--- src/hw/rtl/assert_macros.svh ---
// Assertion macros for the RTL files that check their own logic.
`ifndef ASSERT_MACROS_SVH
`define ASSERT_MACROS_SVH

// Concurrent assertion clocked on clk and disabled while rst is high.
`define ASSERT_CLK(label, prop, msg) \
  label: assert property (@(posedge clk) disable iff (rst) (prop)) else $error(msg);

// Concurrent assertion clocked on clk that also holds during reset.
`define ASSERT_ALWAYS(label, prop, msg) \
  label: assert property (@(posedge clk) (prop)) else $error(msg);

`endif

--- src/hw/rtl/mks_pkg.sv ---
package mks_pkg;

  localparam int CountBits = 16;
  localparam int WaitBits = 16;
  localparam int CmpBits = ((CountBits > WaitBits) ? CountBits : WaitBits) + 1;
  localparam int RowKeysBits = 32;
  localparam int CfgIndexBits = 3;
  localparam int CfgDataBits = 32;

  typedef logic [CfgIndexBits-1:0] cfg_index_t;

  localparam cfg_index_t RegFirstWait = 3'd0;
  localparam cfg_index_t RegSecondWait = 3'd1;
  localparam cfg_index_t RegRow0Keys = 3'd2;
  localparam cfg_index_t RegRow1Keys = 3'd3;
  localparam cfg_index_t RegRow2Keys = 3'd4;
  localparam cfg_index_t RegRow3Keys = 3'd5;

  localparam logic [WaitBits-1:0] FirstWaitReset = 16'd20;
  localparam logic [WaitBits-1:0] SecondWaitReset = 16'd40;
  localparam logic [RowKeysBits-1:0] Row0KeysReset = 32'd792279105;
  localparam logic [RowKeysBits-1:0] Row1KeysReset = 32'd708195636;
  localparam logic [RowKeysBits-1:0] Row2KeysReset = 32'd758329905;
  localparam logic [RowKeysBits-1:0] Row3KeysReset = 32'd725430304;

  localparam logic [3:0] NoPress = 4'hF;
  localparam logic [3:0] ColPattern0 = 4'hE;
  localparam logic [3:0] ColPattern1 = 4'hD;
  localparam logic [3:0] ColPattern2 = 4'hB;
  localparam logic [3:0] AllRowsLow = 4'h0;

  typedef enum logic [3:0] {
    PH_RELEASE = 4'b0001,
    PH_FIRST   = 4'b0010,
    PH_SECOND  = 4'b0100,
    PH_SCAN    = 4'b1000
  } phase_t;

endpackage

--- src/hw/rtl/mks_in_if.sv ---
interface mks_in_if;
  logic       valid;
  logic       ready;
  logic [3:0] column_sense;

  modport source (output valid, output column_sense, input ready);
  modport sink (input valid, input column_sense, output ready);
endinterface

--- src/hw/rtl/mks_out_if.sv ---
interface mks_out_if;
  logic       valid;
  logic       ready;
  logic [3:0] row_drive;
  logic       key_valid;
  logic [7:0] key_code;
  logic [3:0] key_index;

  modport source (output valid, output row_drive, output key_valid, output key_code,
                  output key_index, input ready);
  modport sink (input valid, input row_drive, input key_valid, input key_code,
                input key_index, output ready);
endinterface

--- src/hw/rtl/matrix_keypad_scanner_unit.sv ---
// Scanner for a 4x4 key matrix, advanced by one tick per input transaction.
// The input channel carries column_sense, the active-low column lines sampled
// under the row drive that the previous result returned. Every input
// transaction yields exactly one output transaction with row_drive for the
// next sample and, when a key is found, key_valid, key_code and key_index.
// The result is registered: it sits in the output register on the cycle
// after the input transaction. Throughput is one transaction per cycle when
// the receiver does not stall; the single output register is the only
// storage between the channels. When the receiver stalls, the held result
// stays put and the input stays ready only if it is taken in the same cycle.
// Configuration writes on cfg_we/cfg_index/cfg_data set the wait lengths and
// key character tables; the user must make them only while the scanner is
// idle, which the block does not enforce. Synchronous reset restores the
// default tables and wait lengths, empties the output register, awaits keys up.
`include "assert_macros.svh"

module matrix_keypad_scanner_unit (
  input  logic                        clk,
  input  logic                        rst,
  input  logic                        cfg_we,
  input  mks_pkg::cfg_index_t         cfg_index,
  input  logic [mks_pkg::CfgDataBits-1:0] cfg_data,
  mks_in_if.sink                      in_ch,
  mks_out_if.source                   out_ch
);
  import mks_pkg::*;

  logic [WaitBits-1:0]    first_wait;
  logic [WaitBits-1:0]    second_wait;
  logic [RowKeysBits-1:0] row_keys [4];

  phase_t                 phase;
  phase_t                 phase_next;
  logic [CountBits-1:0]   wait_count;
  logic [CountBits-1:0]   wait_count_next;
  logic [1:0]             scan_row;
  logic [1:0]             scan_row_next;

  logic                   out_valid;
  logic [3:0]             row_drive;
  logic [3:0]             row_drive_next;
  logic                   key_valid;
  logic                   key_valid_next;
  logic [7:0]             key_code;
  logic [7:0]             key_code_next;
  logic [3:0]             key_index;
  logic [3:0]             key_index_next;

  logic                   in_fire;
  logic [3:0]             cols;
  logic                   pressed;
  logic [WaitBits-1:0]    wait_limit;
  logic [CmpBits-1:0]     count_plus;
  logic                   wait_hit;
  logic [1:0]             col;

  always_ff @(posedge clk) begin
    if (rst) begin
      first_wait  <= FirstWaitReset;
      second_wait <= SecondWaitReset;
      row_keys[0] <= Row0KeysReset;
      row_keys[1] <= Row1KeysReset;
      row_keys[2] <= Row2KeysReset;
      row_keys[3] <= Row3KeysReset;
    end else if (cfg_we) begin
      unique case (cfg_index)
        RegFirstWait:  first_wait  <= cfg_data[WaitBits-1:0];
        RegSecondWait: second_wait <= cfg_data[WaitBits-1:0];
        RegRow0Keys:   row_keys[0] <= cfg_data[RowKeysBits-1:0];
        RegRow1Keys:   row_keys[1] <= cfg_data[RowKeysBits-1:0];
        RegRow2Keys:   row_keys[2] <= cfg_data[RowKeysBits-1:0];
        RegRow3Keys:   row_keys[3] <= cfg_data[RowKeysBits-1:0];
        default: begin
        end
      endcase
    end
  end

  assign in_ch.ready = !out_valid || out_ch.ready;
  assign in_fire = in_ch.valid && in_ch.ready;
  assign cols = in_ch.column_sense;
  assign pressed = (cols != NoPress);

  assign wait_limit = (phase == PH_SECOND) ? second_wait : first_wait;
  assign count_plus = CmpBits'(wait_count) + CmpBits'(1);
  assign wait_hit = (count_plus >= CmpBits'(wait_limit)) || (wait_count == '1);

  always_comb begin
    unique case (cols)
      ColPattern0: col = 2'd0;
      ColPattern1: col = 2'd1;
      ColPattern2: col = 2'd2;
      default:     col = 2'd3;
    endcase
  end

  always_comb begin
    phase_next      = phase;
    wait_count_next = wait_count;
    scan_row_next   = scan_row;
    row_drive_next  = AllRowsLow;
    key_valid_next  = 1'b0;
    key_code_next   = '0;
    key_index_next  = '0;
    unique case (phase)
      PH_RELEASE: begin
        if (!pressed) begin
          phase_next      = PH_FIRST;
          wait_count_next = '0;
        end
      end
      PH_FIRST: begin
        wait_count_next = wait_hit ? '0 : wait_count + CountBits'(1);
        if (wait_hit && pressed) begin
          phase_next = PH_SECOND;
        end
      end
      PH_SECOND: begin
        wait_count_next = wait_hit ? '0 : wait_count + CountBits'(1);
        if (wait_hit) begin
          if (pressed) begin
            phase_next     = PH_SCAN;
            scan_row_next  = 2'd0;
            row_drive_next = ~(4'b0001);
          end else begin
            phase_next = PH_FIRST;
          end
        end
      end
      PH_SCAN: begin
        if (pressed) begin
          key_valid_next = 1'b1;
          key_code_next  = row_keys[scan_row][{col, 3'b000} +: 8];
          key_index_next = {scan_row, col};
          phase_next     = PH_RELEASE;
          scan_row_next  = 2'd0;
        end else if (scan_row == 2'd3) begin
          phase_next    = PH_RELEASE;
          scan_row_next = 2'd0;
        end else begin
          scan_row_next  = scan_row + 2'd1;
          row_drive_next = ~(4'b0001 << (scan_row + 2'd1));
        end
      end
      default: begin
        phase_next = PH_RELEASE;
      end
    endcase
  end

  always_ff @(posedge clk) begin
    if (rst) begin
      phase      <= PH_RELEASE;
      wait_count <= '0;
      scan_row   <= 2'd0;
      out_valid  <= 1'b0;
    end else begin
      if (in_fire) begin
        phase      <= phase_next;
        wait_count <= wait_count_next;
        scan_row   <= scan_row_next;
        out_valid  <= 1'b1;
      end else if (out_ch.ready) begin
        out_valid <= 1'b0;
      end
    end
  end

  always_ff @(posedge clk) begin
    if (in_fire) begin
      row_drive <= row_drive_next;
      key_valid <= key_valid_next;
      key_code  <= key_code_next;
      key_index <= key_index_next;
    end
  end

  assign out_ch.valid     = out_valid;
  assign out_ch.row_drive = row_drive;
  assign out_ch.key_valid = key_valid;
  assign out_ch.key_code  = key_code;
  assign out_ch.key_index = key_index;

  `ASSERT_CLK(a_key_drives_all_low, (out_valid && key_valid) |-> (row_drive == AllRowsLow),
              "A reported key must come with all rows driven low.")
  `ASSERT_CLK(a_no_key_zero_fields,
              (out_valid && !key_valid) |-> (key_code == 8'd0 && key_index == 4'd0),
              "Key fields must be zero when no key is reported.")
  `ASSERT_CLK(a_key_returns_release, (in_fire && phase == PH_SCAN && pressed) |=>
              (phase == PH_RELEASE && key_valid),
              "A found key must report and return to the release wait.")
endmodule
--- src/flat_wrapper.sv ---
// flat-port wrapper written by rule: the top's interface ports become plain ports
module matrix_keypad_scanner_unit_flat import mks_pkg::*;
  (clk, rst, cfg_we, cfg_index, cfg_data, in_ch_valid, in_ch_column_sense, in_ch_ready, out_ch_valid, out_ch_row_drive, out_ch_key_valid, out_ch_key_code, out_ch_key_index, out_ch_ready);
  mks_in_if in_ch_i ();
  mks_out_if out_ch_i ();
  input  logic clk;
  input  logic rst;
  input  logic cfg_we;
  input  mks_pkg::cfg_index_t cfg_index;
  input  logic [mks_pkg::CfgDataBits-1:0] cfg_data;
  input wire logic [$bits(in_ch_i.valid)-1:0] in_ch_valid;
  input wire logic [$bits(in_ch_i.column_sense)-1:0] in_ch_column_sense;
  output wire logic [$bits(in_ch_i.ready)-1:0] in_ch_ready;
  output wire logic [$bits(out_ch_i.valid)-1:0] out_ch_valid;
  output wire logic [$bits(out_ch_i.row_drive)-1:0] out_ch_row_drive;
  output wire logic [$bits(out_ch_i.key_valid)-1:0] out_ch_key_valid;
  output wire logic [$bits(out_ch_i.key_code)-1:0] out_ch_key_code;
  output wire logic [$bits(out_ch_i.key_index)-1:0] out_ch_key_index;
  input wire logic [$bits(out_ch_i.ready)-1:0] out_ch_ready;
  assign in_ch_i.valid = in_ch_valid;
  assign in_ch_i.column_sense = in_ch_column_sense;
  assign in_ch_ready = in_ch_i.ready;
  assign out_ch_valid = out_ch_i.valid;
  assign out_ch_row_drive = out_ch_i.row_drive;
  assign out_ch_key_valid = out_ch_i.key_valid;
  assign out_ch_key_code = out_ch_i.key_code;
  assign out_ch_key_index = out_ch_i.key_index;
  assign out_ch_i.ready = out_ch_ready;
  matrix_keypad_scanner_unit u_core (.clk(clk), .rst(rst), .cfg_we(cfg_we), .cfg_index(cfg_index), .cfg_data(cfg_data), .in_ch(in_ch_i), .out_ch(out_ch_i));
endmodule
--- config.mk ---
export PLATFORM = sky130hd
export DESIGN_NAME = matrix_keypad_scanner_unit_flat
export DESIGN_NICKNAME = d
export VERILOG_FILES = /design/src/hw/rtl/mks_pkg.sv /design/src/hw/rtl/mks_in_if.sv /design/src/hw/rtl/mks_out_if.sv /design/src/hw/rtl/matrix_keypad_scanner_unit.sv /design/src/flat_wrapper.sv
export VERILOG_INCLUDE_DIRS = /design/src /design/src/hw/rtl
export SDC_FILE = /design/constraint.sdc
export NUM_CORES = 1
export LEC_CHECK = 0
export ABC_AREA = 1
export BUFFER_PORTS_ARGS = -buffer_cell sky130_fd_sc_hd__buf_2
export CAP_MARGIN = 10
export CORE_MARGIN = 5
export CORE_UTILIZATION = 59
export CTS_CLUSTER_DIAMETER = 60
export DETAILED_ROUTE_END_ITERATION = 7
export HOLD_SLACK_MARGIN = 0.05
export PLACE_DENSITY_LB_ADDON = 0.3
export SYNTH_ARGS = -nofsm -noshare
export SYNTH_HDL_FRONTEND = slang
export SYNTH_SLANG_ARGS = --single-unit
--- constraint.sdc ---
create_clock -name clk -period 4.9 [get_ports clk]
set_input_delay 0 -clock clk [delete_from_list [all_inputs] [get_ports clk]]
set_output_delay 0 -clock clk [all_outputs]
set_load 0.01 [all_outputs]
==> out/metrics.yaml <==
status: "finished, final reports clean"
irDropWorstVdd_v: 0.0002147
rrSetupSlack_ns: 1.54
diodes: 0
viasPerCell: 5.580
endpoint_kind: "register"
p_leak_nw: 4.200
hold_viol: 0
placed_area_sq_mm: 0.009789
synth-adder-area-share_pct: 2.692
hold_start: "in_ch_column_sense[2]"
layout-drive-gt1-share_pct: 11.27
timing.rr.start: "u_core.wait_count[0]"
cts_inserted_buffers: 21
setup-violations-final: 0
grt_pass1_vias: 6895
synthMuxAreaShare_pct: 2.907
skew_ns: 0.01289
r2r_end: "u_core.wait_count[4]"
htreeDepth: 1
yosys.area.top_type: "edfxtp_1"
die_area_sq_mm: 0.01837
cts_sinks: 202
layout_commonest_cell: "nor2_1"
finalSetupTns_ns: 0
die_w_um: 135.5
criticalPathCategory: "register to register"
route.vias.total: 7120
min_delay_worst_endpoint: "u_core.out_ch.key_index[0]"
syn-instance-count: 959
period_share_pct: 68.63
dp_hpwl_mm: 13.18
critPathLaunchType: "register"
wl_mm: 21.72
rsz0062_at_grt: "false"
synthTopCellsByArea: "edfxtp_1, dfxtp_1, nor2_1, nand2_1, o21ai_0"
synth_cell_types: 40
timing.hold.ws_ns: 0.1102
crit_fanout: 16
ys_warn_count: 0
std_cell_rows: 45
layout_common_cells: "nor2_1, nand2_1, edfxtp_1"
r2r_cells: 18
gp_congestion: 0.8505
synth_top_family_by_area: "simple AND/OR/NAND/NOR gates"
fp.coreArea_sq_mm: 0.01531
overflow: 0
slew_headroom_pct: 17.68
min_path_cells: 4
cp.required_ns: 5.31
slew_viol_final: 0
syn-mean-instance-area_sq_um: 9.694
synth_nets: 1023
yosys.area_share.simple_pct: 17.63
die_h_um: 135.5
synth_xor_area_share_pct: 1.319
path_clk_slew_ns: 0.06
nNetsFinal: 1114
synth-compound-area-share_pct: 11.21
io_buffers: 62
firstDrtPassIters: 5
synth_top_area_share_pct: 46.84
syn_area_sq_mm: 0.009296
p_per_area_mw_per_mm2: 360.3
post_cts_buffers: 0
cp.arrival_ns: 3.77
drtIter0Drc: 686
route.antenna.remaining_nets: 0
clock_latency_ns: 0.49
synth-seq-cells: 202
antenna_found_initial: 0
grt_pass1_wl_mm: 34.85
design_area_sq_mm: 0.01081
cts_resized: 0
fin_crit_ns: 3.363
routedWlPerCell_um: 17.02
hold_buffers: 39
cts.root.buffer_cell: "clkbuf_16"
fmax_mhz: 297.4
syn2layout_area_growth_pct: 16.29
cts_tree: "done"
design.portCount: 63
yosysSeqAreaShare_pct: 59.11
drc: 0
worst_slew_pin_slew_ns: 1.230
finalPower_mw: 3.895
cap_violations: 0
initial_core_util_pct: 60.70
utilization_pct: 70.59
hold_path_class: "input port to register"
grt_start_max_net_pins: 65
grtUsageTotal_pct: 24.02
cts_buffer_depth: 3
## Yosys cell counts, drive strengths merged
library cell    n
nor3b           1
a211oi          2
dfxtp          57
buf             8
mux2i          27
nand3          22
clkbuf         37
a21oi          58
o31ai           6
o32ai          18
xnor2           6
nor4            1
inv            75
a21o            1
xor2            8
o21bai          1
ha             20
nor3            8
nor2          203
nand4           4
o21ba           1
nand3b          2
edfxtp        145
clkinv          4
o21ai          68
nand2         157
o211ai          7
o221ai         12
## area by class of cell
class | instances | area, sq um
multi-input combinational | 633 | 3331
tap | 211 | 264.0
sequential | 202 | 5498
timing repair buffer | 113 | 790.8
clock buffer | 30 | 569.3
clock inverter | 8 | 61.31
inverter | 79 | 296.5
fill | 1176 | 4504
## flip-flops by register name, summed over array words and instances, names as in the netlist, 4 cells and up, named ones only
signal / flops
u_core.out_ch.key_code: 8
u_core.phase: 4
u_core.out_ch.row_drive: 4
u_core.row_keys: 128
u_core.out_ch.key_index: 4
u_core.second_wait: 16
u_core.first_wait: 16
u_core.wait_count: 16
## worst max path at each step
| stage | startpoint | end | slack, ns | cells past startpoint |
|---|---|---|---|---|
| floorplan | u_core.phase[0] | u_core.wait_count[12] | 2.07 | 17 |
| global placement | u_core.wait_count[0] | u_core.wait_count[12] | 1.72 | 20 |
| detailed placement | u_core.wait_count[0] | u_core.wait_count[4] | 1.65 | 18 |
| CTS | u_core.wait_count[0] | u_core.wait_count[4] | 1.53 | 18 |
| global route | u_core.wait_count[0] | u_core.wait_count[7] | 1.19 | 18 |
| finish | u_core.wait_count[0] | u_core.wait_count[4] | 1.54 | 18 |
## report_power, final
part	internal, mW	total (mW)	switching (mW)
Combinational	0.143	0.442	0.298
Clock	0.859	1.47	0.614
Sequential	1.94	1.98	0.0418
## through the flow
stage,cells,setup slack (ns)
after global placement,1199,1.723
after detailed placement,1199,1.652
final,1276,1.537
after floorplan,959,2.074
after CTS,1276,1.534
after global routing,1276,1.189
## critical path, stage by stage (launching register included)
cell and delay, ns:
dfxtp_1 0.41, ha_1 0.22, nand2_2 0.08, nor2_4 0.14, nand2_4 0.10, nor3_1 0.29
nand3_1 0.15, xor2_1 0.15, inv_1 0.07, ha_1 0.32, nand2_1 0.08, inv_1 0.05
nand4_1 0.09, nor2_1 0.05, nor2_1 0.19, nand3_4 0.12, nor3_4 0.49, nand2_1 0.12
a21oi_1 0.16
## cells by family after synthesis
group,after synthesis
adders and majority gates,20
AOI/OAI and AO/OA,174
buffers and inverters,124
DFF,202
xor gates and xnor gates,14
muxes,27
and+or+nand+nor,398
## routing by layer
metal	up-vias	track usage (%)	part of all wire (%)
li1	3452	-	-
met1	3322	32.34	41
met2	313	40.07	49
met3	33	4.458	8.1
met4	0	6.999	1.7
met5	-	0	0
No activity file was read; power rests on OpenSTA's default activity.
